$ cat config.mk
export PLATFORM = sky130hd
export DESIGN_NAME = qsv_mul
export DESIGN_NICKNAME = d
export VERILOG_FILES = /design/src/hw/rtl/qsv_mul.sv
export SDC_FILE = /design/constraint.sdc
export NUM_CORES = 1
export LEC_CHECK = 0
export ABC_AREA = 1
export ABC_CLOCK_PERIOD_IN_PS = 8400
export BUFFER_PORTS_ARGS = -buffer_cell sky130_fd_sc_hd__buf_2
export CORE_UTILIZATION = 60
export DETAILED_ROUTE_END_ITERATION = 8
export PLACE_DENSITY = 0.78
export SYNTH_ARGS = -nofsm -noshare
export SYNTH_HDL_FRONTEND = slang
export SYNTH_SLANG_ARGS = --single-unit
$ cat constraint.sdc
create_clock -name clk -period 8.4 [get_ports clk]
set_input_delay 0 -clock clk [delete_from_list [all_inputs] [get_ports clk]]
set_output_delay 0 -clock clk [all_outputs]
set_load 0.03 [all_outputs]
$ cat src/hw/rtl/qsv_mul.sv
`default_nettype none
// ----------------------------------------------------------------------------
// qsv_mul
// Shared signed multiplier with a registered product.
// ----------------------------------------------------------------------------
module qsv_mul #(
  parameter int A_BITS = 17,
  parameter int B_BITS = 18
) (
  input  wire logic                            clk,
  input  wire logic signed [A_BITS-1:0]        a,
  input  wire logic signed [B_BITS-1:0]        b,
  output logic      signed [A_BITS+B_BITS-1:0] p
);

  always_ff @(posedge clk) begin
    p <= a * b;
  end

endmodule
`default_nettype wire

==> flow_metrics.py, run 1 <==
metrics = {
    "critical_path": {
        "critPathLaunchType": "input port",
        "slowest_delay_ns": 0.82,
        "cpLargestDelayFamily": "adder cells",
        "cp.required_ns": 8.58,
        "worst_path_max_delay_cell": "fa_1",
        "arrival_ns": 5.52,
        "crit_fanout": 18,
        "crit_path_cell_trace": "buf_2 -> nand2_1 -> inv_1 -> fa_1 -> fa_1 -> inv_1 -> fa_1 -> fa_1 -> fa_1 -> fa_1 -> inv_1 -> ha_1 -> nand2_1 -> nor2_1 -> nand2_1 -> nor3_1 -> nand2_1 -> nand3_1 -> nand2_1",
        "path_buf_inv": 4,
        "path_common_cell": "fa_1",
        "critical_path_class": "input port to register",
        "cp-end-kind": "register",
    },
    "synth": {
        "ys_seq_area_share_pct": 5.329,
        "synth.avg_cell_area_um2": 7.703,
        "syn_inst": 1707,
        "ys_ff_latch": 35,
        "synth_cell_types": 30,
        "synth_warnings": 0,
        "synthesis.nets": 2141,
        "syn-cell-area_um2": 13150,
    },
    "timing": {
        "post-route-min-period_ns": 5.332,
        "worst-slew-pin-transition_ns": 0.7561,
        "fin_crit_sh_pct": 63.48,
        "finalSetupTns_ns": 0,
        "holdWs_ns": 0.1254,
        "slew_viol_final": 0,
        "final-setup-viol-count": 0,
        "hold_violations": 0,
        "relSlewSlack_pct": 49.44,
        "rsz0062_at_grt": "no",
        "max_freq_ghz": 0.1875,
    },
    "cts": {
        "cts_resized": 0,
        "cts_tree": "done",
        "clk_path_buf_depth": 2,
        "cts.htree.levels": 2,
        "ctsHoldBuffers": 0,
        "clk_pin_slew_worst_paths_ns": 0.06,
        "clockRootBuffer": "clkbuf_16",
        "postCtsSetupBuffers": 0,
        "cts.sinks": 35,
        "cts_made_buffers": 5,
    },
    "detailed_routing": {
        "drtAntennaViolNets": 0,
        "wl_mm": 30.29,
        "via_per_inst": 5.128,
        "dr.pass1.iters": 5,
        "drt_iter0_drc": 465,
        "route.detailed.drc": 0,
        "wl_per_cell_um": 15.21,
        "vias": 10210,
    },
    "finish": {
        "layoutNonFillerInstCount": 1991,
        "largest_register": "p",
        "nets": 2149,
        "largest_reg_flops": 35,
        "num_antenna_cells": 0,
        "drive_gt1_share_pct": 6.061,
        "area_delta_synth_final_pct": 4.596,
        "final.fill_count": 1831,
        "multi_input_area_um2": 10170,
        "top_regs": "p: 35 flops",
        "seq_area_um2": 700.7,
    },
    "die": {
        "dieArea_um2": 22510,
        "initial_core_util_pct": 61.96,
        "core.rowCount": 53,
        "coreArea_um2": 21220,
        "ioPinCount": 71,
        "fp.dieW_um": 150.0,
        "die_h_um": 150.0,
    },
    "placement": {
        "port_buffers": 70,
        "place_hpwl_mm": 25.90,
        "dp.cells": 1983,
        "gp_congestion": 0.9494,
    },
    "grt": {
        "grt_pass1_vias": 11090,
        "gr-max-usage-layer": "met2",
        "grt_pass1_wl_mm": 51.66,
        "antenna_found_initial": 0,
        "gr-usage-met1_pct": 34.30,
        "grt_overflow": 0,
        "use_met3_pct": 3.049,
        "met2_usage_pct": 55.58,
        "grtUsageTotal_pct": 29.95,
        "grt_max_degree": 20,
    },
    "run": {
        "cap_viol_max_count": 0,
    },
    "hold_path": {
        "worstHoldPathType": "input port to register",
    },
    "run_status": {
        "status": "finished clean",
    },
}
placed cells by master (no fill, tap or decap), drive strengths merged:
master / n
nand4: 9
bufinv: 1
nand2: 484
xnor2: 4
inv: 537
clkinv: 3
clkbuf: 5
and2: 5
nand3: 30
nor3: 5
or2: 4
a21o: 2
ha: 87
o211ai: 1
nor2: 65
nand3b: 3
o21bai: 9
o21ai: 3
fa: 311
xor2: 16
buf: 70
dfxtp: 35
a21oi: 27
logic make-up after synthesis:
family	synth area share, %
buf+inv	17.33
simple gates	18.51
fa+ha+maj	55.63
compound gates	1.875
flops	5.329
xor+xnor	1.332
final timing paths:
kind	startpoint	to	slack (ns)	depth (start not counted)
max	a[2]	p[32]	3.07	19
min	a[0]	p[0]	0.13	3
layout make-up:
type,instances,share of cell area (%)
well taps,275,2.502
inverters,538,14.68
multi-input cells,1065,73.94
clock buffers,5,0.9098
flip-flops and latches,35,5.095
repair buffers,70,2.547
clock inverters,3,0.3184
Yosys cell counts:
cell type / n / share of area (%)
nand2_1: 477 / 14
inv_2: 2 / 0.057
clkbuf_1: 67 / 1.9
o21bai_1: 9 / 0.51
nand3_1: 28 / 1.1
and2_1: 4 / 0.19
dfxtp_1: 35 / 5.3
xor2_1: 16 / 1.1
and2_4: 1 / 0.067
nor3_1: 4 / 0.15
ha_1: 87 / 8.3
nand3b_1: 3 / 0.17
nand3_2: 2 / 0.15
buf_1: 2 / 0.057
nand2_2: 7 / 0.33
or2_2: 4 / 0.19
fa_1: 311 / 47
a21o_2: 1 / 0.067
nor3_2: 1 / 0.076
o21ai_0: 3 / 0.11
clkinv_1: 1 / 0.029
nor2_1: 58 / 1.7
xnor2_1: 4 / 0.27
nor2_2: 5 / 0.24
inv_1: 535 / 15
a21o_1: 1 / 0.057
a21oi_1: 27 / 1.0
nor2_4: 2 / 0.17
nand4_1: 9 / 0.43
o211ai_2: 1 / 0.095
per-layer routing:
metal / share of wire, % / vias up
li1: - / 4745
met1: 38 / 4993
met2: 53 / 353
met3: 4.7 / 119
met4: 4.8 / 0
met5: 0 / -
tightest hold or removal path, cell delays in order:
cell and delay (ns):
buf_2 0.24, nand2_1 0.10, inv_1 0.04
metrics by stage:
| step | utilization, % | area [um2] | worst slack [ns] |
|---|---|---|---|
| after floorplan | - | 13150 | 3.255 |
| after global placement | 64.02 | 13580 | 2.902 |
| after detailed placement | 64.02 | 13580 | 2.829 |
| after CTS | 64.81 | 13750 | 3.098 |
| after global routing | 64.81 | 13750 | 2.708 |
| final | 64.81 | 13750 | 3.068 |
Power of run 1 is not shown: default switching activity piles up to over one toggle a cycle in this logic, so the estimate is an artifact.
==> run 2: changes to the inputs <==
Settings changed: ABC_CLOCK_PERIOD_IN_PS 8400 to 4480, CORE_UTILIZATION 60 to 59, PLACE_DENSITY 0.78 to 0.8.
Clock period 8.4 ns to 4.48 ns, I/O delays scaled along.
==> flow_metrics.py, run 2 (same netlist as run 1, synthesis figures left out) <==
metrics = {
    "timing": {
        "hold_violations": 0,
        "worst-slew-pin-transition_ns": 0.4336,
        "rsz0062_at_grt": "yes",
        "max_freq_ghz": 0.2170,
        "final-setup-viol-count": 15,
        "relSlewSlack_pct": 71.04,
        "post-route-min-period_ns": 4.608,
        "layout_setup_ws_ns": -0.1284,
        "slew_viol_final": 0,
        "holdWs_ns": 0.2163,
        "fin_crit_sh_pct": 102.9,
    },
    "die": {
        "fp.dieW_um": 151.3,
        "core.rowCount": 54,
        "ioPinCount": 71,
        "coreArea_um2": 21820,
        "initial_core_util_pct": 60.25,
        "die_h_um": 151.3,
        "dieArea_um2": 22890,
    },
    "detailed_routing": {
        "top_layer_used": "met4",
        "via_per_inst": 5.287,
        "drtAntennaViolNets": 0,
        "wl_met3_mm": 2.233,
        "vias": 11493,
        "drt_iter0_drc": 792,
        "wl_met2_mm": 20.27,
        "dr.pass1.iters": 5,
        "wl_mm": 37.64,
        "route.detailed.drc": 0,
        "wl_per_cell_um": 17.31,
        "wl_met1_mm": 12.60,
    },
    "run_status": {
        "violations": "negative setup slack",
        "status": "complete, but fails checks",
    },
    "cts": {
        "clk_path_buf_depth": 2,
        "cts_tree": "done",
        "clockRootBuffer": "clkbuf_16",
        "cts_made_buffers": 5,
        "cts.sinks": 35,
        "cts.htree.levels": 2,
        "clk_pin_slew_worst_paths_ns": 0.06,
        "ctsHoldBuffers": 0,
    },
    "critical_path": {
        "arrival_ns": 4.82,
        "crit_fanout": 5,
        "cp-end-kind": "register",
        "critPathLaunchType": "input port",
        "critical_path_class": "input port to register",
        "cp.required_ns": 4.70,
    },
    "finish": {
        "nets": 2327,
        "largest_reg_flops": 35,
        "utilization_pct": 77.05,
        "layout_commonest_cell": "inv_1",
        "most-common-layout-cells": "inv_1 (483), nand2_1 (402), fa_1 (288)",
        "top_regs": "p: 35 flops",
        "final.fill_count": 1378,
        "drive_gt1_share_pct": 28.53,
        "largest_register": "p",
        "area_delta_synth_final_pct": 27.88,
    },
    "hold_path": {
        "worstHoldPathType": "input port to register",
    },
    "placement": {
        "port_buffers": 70,
        "dp_slack_ns": -0.6881,
        "place_hpwl_mm": 28.55,
        "gp_congestion": 0.9171,
    },
    "grt": {
        "grt_overflow": 0,
        "grtUsageTotal_pct": 33.78,
        "antenna_found_initial": 1,
        "grt_pass1_vias": 12503,
        "grt_pass1_wl_mm": 58.46,
        "grt_max_degree": 18,
    },
    "run": {
        "cap_viol_max_count": 0,
    },
}
run 2: cell count changes in the layout (fill, tap and decap cells not counted), moves of 22 or more:
cell     delta
buf_4     +157
a21oi_1    -22
nand2_1    -75
nand2_4    +30
nand2_2    +41
buf_6      +33
fa_1       -23
ha_4       +27
buf_2      -30
ha_1       -28
inv_1      -52
fa_2       +23
nor2_1     -26
inv_2      +47
run 2: what timing repair did:
action                     4_1_cts  5_1_grt
buffers inserted                26        8
resized for setup              179      188
gates cloned                     2        0
pin swaps                      103      109
setup endpoints to repair       23       25
run 2: path summary, 6_finish.rpt:
path                  depth (start not counted)  endpoint  start
worst min-delay path                          4      p[0]   a[0]
worst max-delay path                         20     p[25]  b[17]
run 2: stage by stage:
| stage | area (um2) | instances | setup TNS [ns] |
|---|---|---|---|
| final | 16810 | 2174 | -1.037 |
| after global routing | 16810 | 2174 | -3.532 |
| after CTS | 16060 | 2165 | -0.3535 |
| after detailed placement | 15060 | 2131 | -10.94 |
| after global placement | 15060 | 2131 | -9.198 |
| after floorplan | 13940 | 1707 | -1.046 |
run 2: per-layer routing:
layer | up-vias | global-route usage (%)
met3 | 196 | 5.181
met4 | 0 | 17.55
li1 | 5097 | -
met1 | 5693 | 36.62
met5 | - | 0
met2 | 507 | 63.06
run 2: cell type report:
class                   count  area (um2)  share of cell area (%)
diodes                      1       2.502                 0.01488
inverters                 538        2039                   12.13
well taps                 280       350.3                   2.083
repair buffers            248        2103                   12.51
clock buffers               6       138.9                  0.8260
clock inverters             1       5.005                 0.02976
multi-input cells        1065       11470                   68.24
flip-flops and latches     35       700.7                   4.167
run 2: critical path, stage by stage:
cell and delay [ns]:
buf_12 0.13, nand2_4 0.06, inv_2 0.04, fa_2 0.64, buf_6 0.13, fa_1 0.44, fa_1 0.54, fa_1 0.61
fa_1 0.45, fa_1 0.51, ha_4 0.34, buf_12 0.11, nand2_4 0.06, buf_6 0.12, nor2_4 0.10, inv_2 0.08
nor2_4 0.12, nand3_2 0.09, nand3_2 0.10, xor2_1 0.14
Power of run 2 is left out for the same reason.
